<file path="src/rtl/aab_pkg.sv">
package aab_pkg;

    // Break point tables: five one-byte entries, entry 0 in the low byte.
    localparam int TABLE_W      = 40;
    localparam int TABLE_POINTS = TABLE_W / 8;
    localparam int NUM_POINTS   = 5;
    localparam int SMOOTH_DIV   = 8;

    // Divider widths: a 16-bit dividend and an 8-bit divisor.
    localparam int DVD_W = 16;
    localparam int DIV_W = 8;
    localparam int CNT_W = $clog2(DVD_W);

    // Manual level is percent * 255 / 100; the division by 100 is a
    // multiplication by a reciprocal and a shift.
    localparam logic [12:0] MAN_RECIP = 13'd5243;
    localparam int          MAN_SHIFT = 19;

    // Reset values.
    localparam logic [TABLE_W-1:0] LIGHT_TAB_RST = 40'h64140C0600;
    localparam logic [TABLE_W-1:0] LEVEL_TAB_RST = 40'hFFFF824601;
    localparam logic [7:0]         MANUAL_RST    = 8'd127;
    localparam logic [7:0]         GOAL_RST      = 8'd255;
    localparam logic [11:0]        LEVEL_RST     = 12'd4080;

    // Configuration register indexes.
    typedef enum logic [1:0] {
        CFG_AUTO_ENABLE    = 2'd0,
        CFG_MANUAL_PERCENT = 2'd1,
        CFG_POINT_LIGHT    = 2'd2,
        CFG_POINT_LEVEL    = 2'd3
    } cfg_index_t;

    // Input item: mode 0 is a light sample, mode 1 a smoothing tick.
    typedef struct packed {
        logic       mode;
        logic [6:0] light_level;
    } sample_t;

    // Result item.
    typedef struct packed {
        logic [7:0] drive_level;
        logic [7:0] goal_level;
    } result_t;

    // One byte of a break point table; points past the table read as zero.
    function automatic logic [7:0] point_byte(input logic [TABLE_W-1:0] tab, input int idx);
        logic [7:0] b;
        b = '0;
        if (idx >= 0 && idx < TABLE_POINTS)
        begin
            b = tab[idx*8 +: 8];
        end
        return b;
    endfunction

endpackage

</file>
<file path="src/rtl/ambient_auto_brightness_top.sv">
// An item goes straight to S_FINISH when the map clamps, the segment has zero width, the tick
// finds no difference or manual mode is set; a moving tick passes S_DIV and S_APPLY first, an
// interpolated light sample S_MUL, S_DIV and S_APPLY. The result is registered in S_FINISH
// once the result register is free. One item at a time: the next is accepted the cycle after
// the result is registered; the bit-serial divider is shared by the map and the smoothing.
// Reset (rst_n, asynchronous, active low) restores the tables, auto mode and full brightness.
module ambient_auto_brightness_top
(
    input  logic                          clk,
    input  logic                          rst_n,
    input  logic                          sample_valid,
    output logic                          sample_stall,
    input  aab_pkg::sample_t              sample,
    output logic                          result_valid,
    input  logic                          result_stall,
    output aab_pkg::result_t              result,
    input  logic                          cfg_valid,
    output logic                          cfg_ready,
    input  aab_pkg::cfg_index_t           cfg_index,
    input  logic [aab_pkg::TABLE_W-1:0]   cfg_data
);

    typedef enum logic [4:0] {
        S_IDLE   = 5'b00001,
        S_MUL    = 5'b00010,
        S_DIV    = 5'b00100,
        S_APPLY  = 5'b01000,
        S_FINISH = 5'b10000
    } state_t;

    state_t                         state_reg;
    logic                           auto_reg;
    logic [7:0]                     manual_reg;
    logic [aab_pkg::TABLE_W-1:0]    light_tab_reg;
    logic [aab_pkg::TABLE_W-1:0]    level_tab_reg;
    logic [7:0]                     goal_reg;
    logic [11:0]                    level_reg;
    logic                           op_tick_reg;
    logic                           neg_reg;
    logic [7:0]                     base_reg;
    logic [7:0]                     dy_reg;
    logic [7:0]                     dl_reg;
    logic [aab_pkg::DIV_W-1:0]      divisor_reg;
    logic [aab_pkg::DVD_W-1:0]      dvd_reg;
    logic [aab_pkg::DIV_W-1:0]      rem_reg;
    logic [aab_pkg::CNT_W-1:0]      cnt_reg;
    aab_pkg::result_t               result_reg;
    logic                           result_valid_reg;

    logic                           accept;
    logic                           cfg_write;

    // Map search results.
    logic [7:0]                     l8;
    logic                           map_direct;
    logic [7:0]                     map_value;
    logic                           seg_found;
    logic [7:0]                     seg_x0;
    logic [7:0]                     seg_y0;
    logic [7:0]                     seg_y1;
    logic [7:0]                     seg_w;

    // Tick difference.
    logic [12:0]                    diff;
    logic [11:0]                    diff_mag;

    // Divider step.
    logic [9:0]                     trial;
    logic                           fits;

    // Apply step.
    logic [11:0]                    step;

    // Manual level from the written percent.
    logic [6:0]                     pct;
    logic [14:0]                    pct_x255;
    logic [27:0]                    pct_scaled;
    logic [7:0]                     man_new;

    assign accept       = sample_valid && !sample_stall;
    assign sample_stall = (state_reg != S_IDLE);
    assign cfg_ready    = 1'b1;
    assign cfg_write    = cfg_valid && cfg_ready;
    assign result_valid = result_valid_reg;
    assign result       = result_reg;

    // Piecewise-linear map: clamp at the ends, else the first matching segment.
    always_comb
    begin
        logic [7:0] xa;
        logic [7:0] xb;
        logic [7:0] first_x;
        logic [7:0] last_x;
        l8        = {1'b0, sample.light_level};
        first_x   = aab_pkg::point_byte(light_tab_reg, 0);
        last_x    = aab_pkg::point_byte(light_tab_reg, aab_pkg::NUM_POINTS - 1);
        seg_found = 1'b0;
        seg_x0    = '0;
        seg_y0    = '0;
        seg_y1    = '0;
        seg_w     = '0;
        for (int i = 0; i < aab_pkg::NUM_POINTS - 1; i++)
        begin
            xa = aab_pkg::point_byte(light_tab_reg, i);
            xb = aab_pkg::point_byte(light_tab_reg, i + 1);
            if (!seg_found && l8 >= xa && l8 <= xb)
            begin
                seg_found = 1'b1;
                seg_x0    = xa;
                seg_y0    = aab_pkg::point_byte(level_tab_reg, i);
                seg_y1    = aab_pkg::point_byte(level_tab_reg, i + 1);
                seg_w     = xb - xa;
            end
        end
        map_direct = 1'b1;
        if (l8 <= first_x)
        begin
            map_value = aab_pkg::point_byte(level_tab_reg, 0);
        end
        else if (l8 >= last_x || !seg_found)
        begin
            map_value = aab_pkg::point_byte(level_tab_reg, aab_pkg::NUM_POINTS - 1);
        end
        else if (seg_w == 8'd0)
        begin
            map_value = seg_y0;
        end
        else
        begin
            map_value  = seg_y0;
            map_direct = 1'b0;
        end
    end

    // Signed distance from the current level to the goal, in sixteenths.
    assign diff     = {1'b0, goal_reg, 4'b0000} - {1'b0, level_reg};
    assign diff_mag = diff[12] ? 12'(-diff) : diff[11:0];

    // Restoring division, one quotient bit per cycle.
    assign trial = {1'b0, rem_reg, dvd_reg[aab_pkg::DVD_W-1]} - {2'b00, divisor_reg};
    assign fits  = !trial[9];

    // Smoothing step is at least one unit.
    assign step = (dvd_reg[11:0] == 12'd0) ? 12'd1 : dvd_reg[11:0];

    // Clamp the written percent and scale it to a brightness level.
    always_comb
    begin
        pct = cfg_data[6:0];
        if (pct == 7'd0)
        begin
            pct = 7'd1;
        end
        else if (pct > 7'd100)
        begin
            pct = 7'd100;
        end
        pct_x255   = {pct, 8'b0} - {8'b0, pct};
        pct_scaled = {13'b0, pct_x255} * {15'b0, aab_pkg::MAN_RECIP};
        man_new    = pct_scaled[aab_pkg::MAN_SHIFT +: 8];
        if (man_new == 8'd0)
        begin
            man_new = 8'd1;
        end
    end

    // Sequencer, datapath and configuration registers.
    always_ff @(posedge clk or negedge rst_n)
    begin
        if (!rst_n)
        begin
            state_reg        <= S_IDLE;
            auto_reg         <= 1'b1;
            manual_reg       <= aab_pkg::MANUAL_RST;
            light_tab_reg    <= aab_pkg::LIGHT_TAB_RST;
            level_tab_reg    <= aab_pkg::LEVEL_TAB_RST;
            goal_reg         <= aab_pkg::GOAL_RST;
            level_reg        <= aab_pkg::LEVEL_RST;
            result_valid_reg <= 1'b0;
            cnt_reg          <= '0;
        end
        else
        begin
            // The result register empties when its item is taken and no new item loads.
            if (result_valid_reg && !result_stall && state_reg != S_FINISH)
            begin
                result_valid_reg <= 1'b0;
            end

            case (state_reg)
                S_IDLE:
                begin
                    if (accept)
                    begin
                        if (!auto_reg)
                        begin
                            state_reg <= S_FINISH;
                        end
                        else if (sample.mode)
                        begin
                            op_tick_reg <= 1'b1;
                            neg_reg     <= diff[12];
                            dvd_reg     <= {{(aab_pkg::DVD_W-12){1'b0}}, diff_mag};
                            divisor_reg <= aab_pkg::DIV_W'(aab_pkg::SMOOTH_DIV);
                            rem_reg     <= '0;
                            cnt_reg     <= aab_pkg::CNT_W'(aab_pkg::DVD_W - 1);
                            state_reg   <= (diff == 13'd0) ? S_FINISH : S_DIV;
                        end
                        else if (map_direct)
                        begin
                            goal_reg  <= map_value;
                            state_reg <= S_FINISH;
                        end
                        else
                        begin
                            op_tick_reg <= 1'b0;
                            neg_reg     <= (seg_y1 < seg_y0);
                            dy_reg      <= (seg_y1 < seg_y0) ? (seg_y0 - seg_y1)
                                                             : (seg_y1 - seg_y0);
                            dl_reg      <= l8 - seg_x0;
                            base_reg    <= seg_y0;
                            divisor_reg <= seg_w;
                            state_reg   <= S_MUL;
                        end
                    end
                end
                S_MUL:
                begin
                    dvd_reg   <= {8'b0, dy_reg} * {8'b0, dl_reg};
                    rem_reg   <= '0;
                    cnt_reg   <= aab_pkg::CNT_W'(aab_pkg::DVD_W - 1);
                    state_reg <= S_DIV;
                end
                S_DIV:
                begin
                    rem_reg <= fits ? trial[7:0]
                                    : {rem_reg[aab_pkg::DIV_W-2:0], dvd_reg[aab_pkg::DVD_W-1]};
                    dvd_reg <= {dvd_reg[aab_pkg::DVD_W-2:0], fits};
                    if (cnt_reg == '0)
                    begin
                        state_reg <= S_APPLY;
                    end
                    else
                    begin
                        cnt_reg <= cnt_reg - 1'b1;
                    end
                end
                S_APPLY:
                begin
                    if (op_tick_reg)
                    begin
                        level_reg <= neg_reg ? (level_reg - step) : (level_reg + step);
                    end
                    else
                    begin
                        goal_reg <= neg_reg ? (base_reg - dvd_reg[7:0])
                                            : (base_reg + dvd_reg[7:0]);
                    end
                    state_reg <= S_FINISH;
                end
                S_FINISH:
                begin
                    if (!result_valid_reg || !result_stall)
                    begin
                        result_valid_reg <= 1'b1;
                        state_reg        <= S_IDLE;
                    end
                end
                default:
                begin
                    state_reg <= S_IDLE;
                end
            endcase

            // The user must write configuration only while the block is idle; the block does not enforce it.
            if (cfg_write)
            begin
                case (cfg_index)
                    aab_pkg::CFG_AUTO_ENABLE:
                    begin
                        auto_reg <= cfg_data[0];
                        if (!cfg_data[0])
                        begin
                            goal_reg  <= manual_reg;
                            level_reg <= {manual_reg, 4'b0000};
                        end
                    end
                    aab_pkg::CFG_MANUAL_PERCENT:
                    begin
                        manual_reg <= man_new;
                        if (!auto_reg)
                        begin
                            goal_reg  <= man_new;
                            level_reg <= {man_new, 4'b0000};
                        end
                    end
                    aab_pkg::CFG_POINT_LIGHT:
                    begin
                        light_tab_reg <= cfg_data;
                    end
                    aab_pkg::CFG_POINT_LEVEL:
                    begin
                        level_tab_reg <= cfg_data;
                    end
                    default:
                    begin
                        auto_reg <= auto_reg;
                    end
                endcase
            end
        end
    end

    // Result payload, loaded as the item finishes.
    always_ff @(posedge clk)
    begin
        if (state_reg == S_FINISH && (!result_valid_reg || !result_stall))
        begin
            result_reg.drive_level <= level_reg[11:4];
            result_reg.goal_level  <= goal_reg;
        end
    end

endmodule

</file>
<file path="config.mk">
export PLATFORM = sky130hd
export DESIGN_NAME = ambient_auto_brightness_top
export DESIGN_NICKNAME = d
export VERILOG_FILES = /design/src/rtl/aab_pkg.sv /design/src/rtl/ambient_auto_brightness_top.sv
export SDC_FILE = /design/constraint.sdc
export NUM_CORES = 1
export LEC_CHECK = 0
export ABC_CLOCK_PERIOD_IN_PS = 6040
export BUFFER_PORTS_ARGS = -buffer_cell sky130_fd_sc_hd__buf_2
export CORE_MARGIN = 4
export CORE_UTILIZATION = 58
export DETAILED_ROUTE_END_ITERATION = 8
export PLACE_DENSITY = 0.75
export SLEW_MARGIN = 10
export SYNTH_ARGS = -nofsm -noshare
export SYNTH_HDL_FRONTEND = slang
export SYNTH_SLANG_ARGS = --single-unit
</file>
<file path="constraint.sdc">
create_clock -name clk -period 6.04 [get_ports clk]
set_clock_uncertainty 0.05 [all_clocks]
set_input_delay 0.302 -clock clk [delete_from_list [all_inputs] [get_ports clk]]
set_output_delay 0.302 -clock clk [all_outputs]
set_load 0.03 [all_outputs]
</file>
# After elaboration in Yosys (flattened, before gate mapping)
# Index checks and enable logic that the tools add are counted.
[totals]
word_cells = 184
reg_bits = 193
output_inout_bits = 19
inputBits = 55
[classes]
n_addsub = 16
n_reduce_logical = 38
bitwise = 2
n_mux = 78
mul = 2
n_eq_ne = 17
n_lt_le_gt_ge = 12
[ops]
columns = ["cell", "n"]
rows = [
  ["8-bit two-way mux", 34],
  ["12-bit two-way mux", 8],
  ["8-bit subtractor", 7],
  ["16-bit two-way mux", 3],
  ["16-bit one-hot mux with 3 select lines", 1],
  ["7-bit by 8-bit greater-or-equal comparator with 1-bit output", 5],
  ["7-bit by 8-bit <= comparator with 1-bit output", 5],
  ["5-bit two-way mux", 7],
  ["8-bit one-hot mux with 2 select lines", 2],
  ["15-bit by 13-bit multiplier with 27-bit output (second input constant)", 1],
  ["5-bit one-hot mux with 5 select lines", 1],
  ["12-bit one-hot mux with 2 select lines", 1],
  ["8-bit one-hot mux with 3 select lines", 1],
  ["8-bit logical NOT", 2],
  ["8-bit by 8-bit multiplier with 16-bit output", 1],
  ["4-bit two-way mux", 4],
  ["5-bit AND reduction", 3],
  ["15-bit by 7-bit subtractor with 15-bit output", 1],
  ["7-bit two-way mux", 2],
  ["2-bit != test (second input constant)", 7],
  ["13-bit logical NOT", 1],
  ["1-bit two-way mux", 13],
  ["12-bit by 12-bit subtractor with 13-bit output", 1],
  ["12-bit adder", 1],
  ["30 further kinds", 53],
]

# Logic depth before layout (Yosys ltp)
[depth]
word_depth = 27
ltp_mapped = 33
mapped_depth_nobuf = 32

# Worst setup path before layout
# Ideal clock, no wire load.
[synth_timing]
kind = "input to register"
startpoint = "input cfg_data[0] (netlist name)"
endpoint = "register goal_reg[0]"
setup_time_ps = 59
t_required_ps = 5931
path_slack_ps = -1228
cell_stages = 30
arrival_ps = 7158
path_buffers = 1
cell_sequence = "clkbuf_1 o21ai_0 a21oi_1 o21ai_1 inv_1 ha_1 nand3_1 nor2_1 xnor2_1 ha_1 inv_1 fa_1 inv_1 fa_1 fa_1 inv_1 fa_1 inv_1 ha_1 a211oi_1 o21ai_0 a31oi_1 o211ai_1 o31a_1 a211oi_1 o21bai_1 xnor2_1 a41oi_1 o31ai_1 a21o_1"
[synth_via]
elab_chain_cells = 10
elab_cells_between_ends = 12
classes_between = "1 x add/sub; 1 x mul; 1 x order compare; 7 x mux; 2 x reduce/logical"
[synth_rtl]
columns = ["element", "line_no", "source"]
rows = [
  ["start, declared", "ambient_auto_brightness_top.sv:20", "input logic [aab_pkg::TABLE_W-1:0] cfg_data"],
  ["7-bit greater-than comparator", "ambient_auto_brightness_top.sv:154", "else if (pct > 7'd100)"],
  ["7-bit two-way mux", "ambient_auto_brightness_top.sv:154", ""],
  ["7-bit two-way mux", "ambient_auto_brightness_top.sv:150", "if (pct == 7'd0)"],
  ["15-bit by 7-bit subtractor with 15-bit output", "ambient_auto_brightness_top.sv:158", "pct_x255 = {pct, 8'b0} - {8'b0, pct};"],
  ["15-bit by 13-bit multiplier with 27-bit output", "ambient_auto_brightness_top.sv:159", "pct_scaled = {13'b0, pct_x255} * {15'b0, aab_pkg::MAN_RECIP};"],
  ["8-bit logical NOT", "ambient_auto_brightness_top.sv:161", "if (man_new == 8'd0)"],
  ["8-bit two-way mux", "ambient_auto_brightness_top.sv:161", ""],
  ["8-bit two-way mux", "ambient_auto_brightness_top.sv:291", "if (!auto_reg)"],
  ["8-bit one-hot mux with 2 select lines (*)", "ambient_auto_brightness_top.sv:278", "case (cfg_index)"],
  ["8-bit two-way mux (*)", "ambient_auto_brightness_top.sv:276", "if (cfg_write)"],
  ["end signal, assigned", "ambient_auto_brightness_top.sv:177", "goal_reg <= aab_pkg::GOAL_RST;"],
  ["end signal, assigned", "ambient_auto_brightness_top.sv:284", "goal_reg <= manual_reg;"],
  ["end signal, assigned", "ambient_auto_brightness_top.sv:293", "goal_reg <= man_new;"],
  ["end, declared", "ambient_auto_brightness_top.sv:36", "logic [7:0] goal_reg;"],
]
# Every way passes the cells marked *; elsewhere a longest branch is shown, timed or not.
# A chain may end at the register's enable or synchronous reset.

# Worst setup path after layout
# Ends and elaborated chain as after synthesis.

==> results.cfg <==
[die]
die_y_um = 192
io_pins = 74
die_w_um = 192
die-area_mm2 = 0.0370
initial_utilization_pct = 58.8
core_region_area_mm2 = 0.0335
rows = 67

[sta]
period_share_pct = 101
fin_crit_ns = 6.08
hold_viol = 0
tightest_slew_ns = 1.12
rsz0062_at_grt = true
setup_viol = 2
maxSlewViolCount = 0
relSlewSlack_pct = 25.1
clock.fmax_mhz = 165
fin_ws_ns = -0.0373

[finish]
drive_above_1_share_pct = 22.2
n_antenna_cell = 0
area_growth_syn_to_layout_pct = 16.2
nets = 2710
layout_common_cells = 327 x inv_1, 244 x ha_1, 141 x nand2_1
mostFrequentLayoutCell = inv_1

[synthesis]
yosysSeqAreaShare_pct = 26.7
synth.distinct_cells = 86
synthArstFlopShare_pct = 61.7
yosys_warnings = 0
syn_area_mm2 = 0.0197
synth_edf_count = 74
postSynthAreaPerCell_um2 = 9.38
synthFlopType = edfxtp_1
syn-instance-count = 2103
ys_seq_elements = 193

[drt]
drc_errors = 12
drt_iter0_markers = 1324
dr.pass1.iters = 9
via_per_inst = 5.94
routed_wl_um = 53400
vias = 16311
ant_nets = 0
routedWlPerCell_um = 19.5

[setup_path]
crit_type = input port to flop
crit_path_frequent_cell = buf_4
rr_endpoint = dy_reg[5]
max_stage_delay_ns = 0.53
reg2reg_slack_ns = 0.18
slowest_stage = fa_1
r2r_start = light_tab_reg[9]
critPathArrivalTime_ns = 6.43
cp-end-kind = flop
r2r_cells = 24
cp_max_fo = 4
cp-startpoint = cfg_data[0]
start_kind = input port
critPathRequiredTime_ns = 6.39

[clock_network]
cts.sinks = 193
h-tree-depth = 4
tritoncts = yes
clock-root-buffer = clkbuf_16
numCtsBuffers = 17
cts_buffer_depth = 2
cts.clk_slew.worst_paths_ns = 0.08
clk_latency_ns = 0.47

[hold_path]
worstHoldStart = result_stall
min_to = result_valid
min_path_type = input port to flop
min_delay_path_depth = 3

[power]
leakage_nw = 10.7
total_power_mw = 11.2
peakVddDrop_mv = 0.364
power_density_mw_per_mm2 = 487

[placed_design]
hpwl_um = 42400
pre_cts_ws_ns = -0.837
io_buffers = 72
gp_congestion = 0.955

[grt]
antenna_found_initial = 0
grt_max_degree = 81
grt_pass1_wl_um = 84600
grtUsageTotal_pct = 29.0
grt_pass1_vias = 16439
grt_overflow_total = 0

[outcome]
violations = design-rule violations, negative setup slack
outcome = finished, violations left

[run]
maxCapViolCount = 0
[what timing repair did]
| action | in CTS | in global routing |
|---|---|---|
| hold endpoints to repair | 14 | 0 |
| buffers inserted | 10 | 22 |
| endpoints found under the setup margin | 20 | 22 |
| pin swaps | 26 | 46 |
| hold buffers | 1 | 0 |
| cloned | 0 | 0 |
| resized for setup | 34 | 85 |
[Yosys cell counts (all sizes together), types with 8 or more instances]
library cell / number / share of area, %
dfstp: 56 / 7.5
buf: 17 / 0.43
nand4b: 8 / 0.36
edfxtp: 74 / 11
a222oi: 22 / 1.1
inv: 337 / 6.4
a21oi: 105 / 2.7
a22oi: 17 / 0.65
o21bai: 12 / 0.46
mux2: 88 / 5.0
a21boi: 16 / 0.61
nand4: 16 / 0.51
o21ai: 110 / 2.8
clkbuf: 43 / 0.82
o21a: 13 / 0.49
nand3: 16 / 0.41
nand2b: 21 / 0.67
nand2: 145 / 2.8
mux2i: 19 / 0.96
xnor2: 75 / 3.3
and3: 13 / 0.41
xor2: 35 / 1.6
ha: 259 / 16
a211oi: 20 / 0.76
a21o: 32 / 1.2
fa: 112 / 11
nor3b: 8 / 0.30
o22ai: 8 / 0.25
nor2: 114 / 2.2
a31oi: 14 / 0.44
nor2b: 34 / 1.1
nor3: 39 / 1.0
and2: 41 / 1.3
dfrtp: 63 / 8.0
o31ai: 10 / 0.41
[per-stage QoR]
| stage | area [um^2] | utilization (%) | hold WS (ns) | instances | TNS (ns) |
|---|---|---|---|---|---|
| 4_1_cts | 22400 | 66.7 | 0.00206 | 2725 | 0 |
| 2_1_floorplan | 20000 | - | -0.0436 | 2108 | -3.95 |
| 3_3_place_gp | 21500 | 64.1 | 0.284 | 2682 | -10.77 |
| 5_1_grt | 22900 | 68.3 | 0.0161 | 2745 | -3.54 |
| 3_5_place_dp | 21500 | 64.1 | 0.285 | 2682 | -14.37 |
| 6_report | 22900 | 68.3 | 0.0134 | 2745 | -0.0641 |
[where the power goes]
part           total [mW]  internal, mW  leakage, nW  switching, mW
clock                1.12         0.550        0.282          0.571
sequential           2.14          1.85         2.02          0.293
combinational        7.89          3.62         8.43           4.27
total                11.2          6.02         10.7           5.13
[worst max-delay path by stage]
| stage | endpoint | slack [ns] | cells after the start |
|---|---|---|---|
| 2_1_floorplan | level_reg[4] | -0.51 | 30 |
| 3_3_place_gp | goal_reg[4] | -0.67 | 30 |
| 3_5_place_dp | level_reg[4] | -0.84 | 30 |
| 4_1_cts | goal_reg[0] | 0.0005 | 30 |
| 5_1_grt | goal_reg[0] | -0.37 | 31 |
| 6_report | goal_reg[0] | -0.04 | 31 |
[per-layer routing]
layer	part of all wire, %	track usage [%]	vias to the layer above
li1	-	-	7586
met1	42	38.2	8007
met2	49	50.0	602
met3	6.1	3.46	116
met4	3.3	9.16	0
met5	0	0	-
[cells by family (layout without fill, tap and decap cells)]
group,count (synthesis),count (layout),share of synthesized area [%]
other,2,7,0.0381
AND/OR/NAND/NOR,488,488,12.3
AO/OA/AOI/OAI,435,435,14.6
multiplexers,107,107,5.99
adder cells (fa/ha/maj),371,371,27.8
buffers and inverters,397,586,7.66
flip-flops,193,193,26.7
XOR/XNOR,110,110,4.88
[critical path: cells and delay by family]
kind	cells	cell delay, ns
XOR/XNOR	2	0.29
AND/OR/NAND/NOR	3	0.38
AO/OA/AOI/OAI	11	2.13
adder cells (fa/ha/maj)	6	2.29
buffers and inverters	9	1.04
[area by class of cell]
class                      count  area, um^2
clock buffer                  18         429
clock inverter                14         143
fill                        2605       10600
inverter                     337        1270
multi-input combinational   1518       13700
sequential                   193        5270
tap                          448         561
timing repair buffer         217        1560
(Power assumes the default switching activity.)
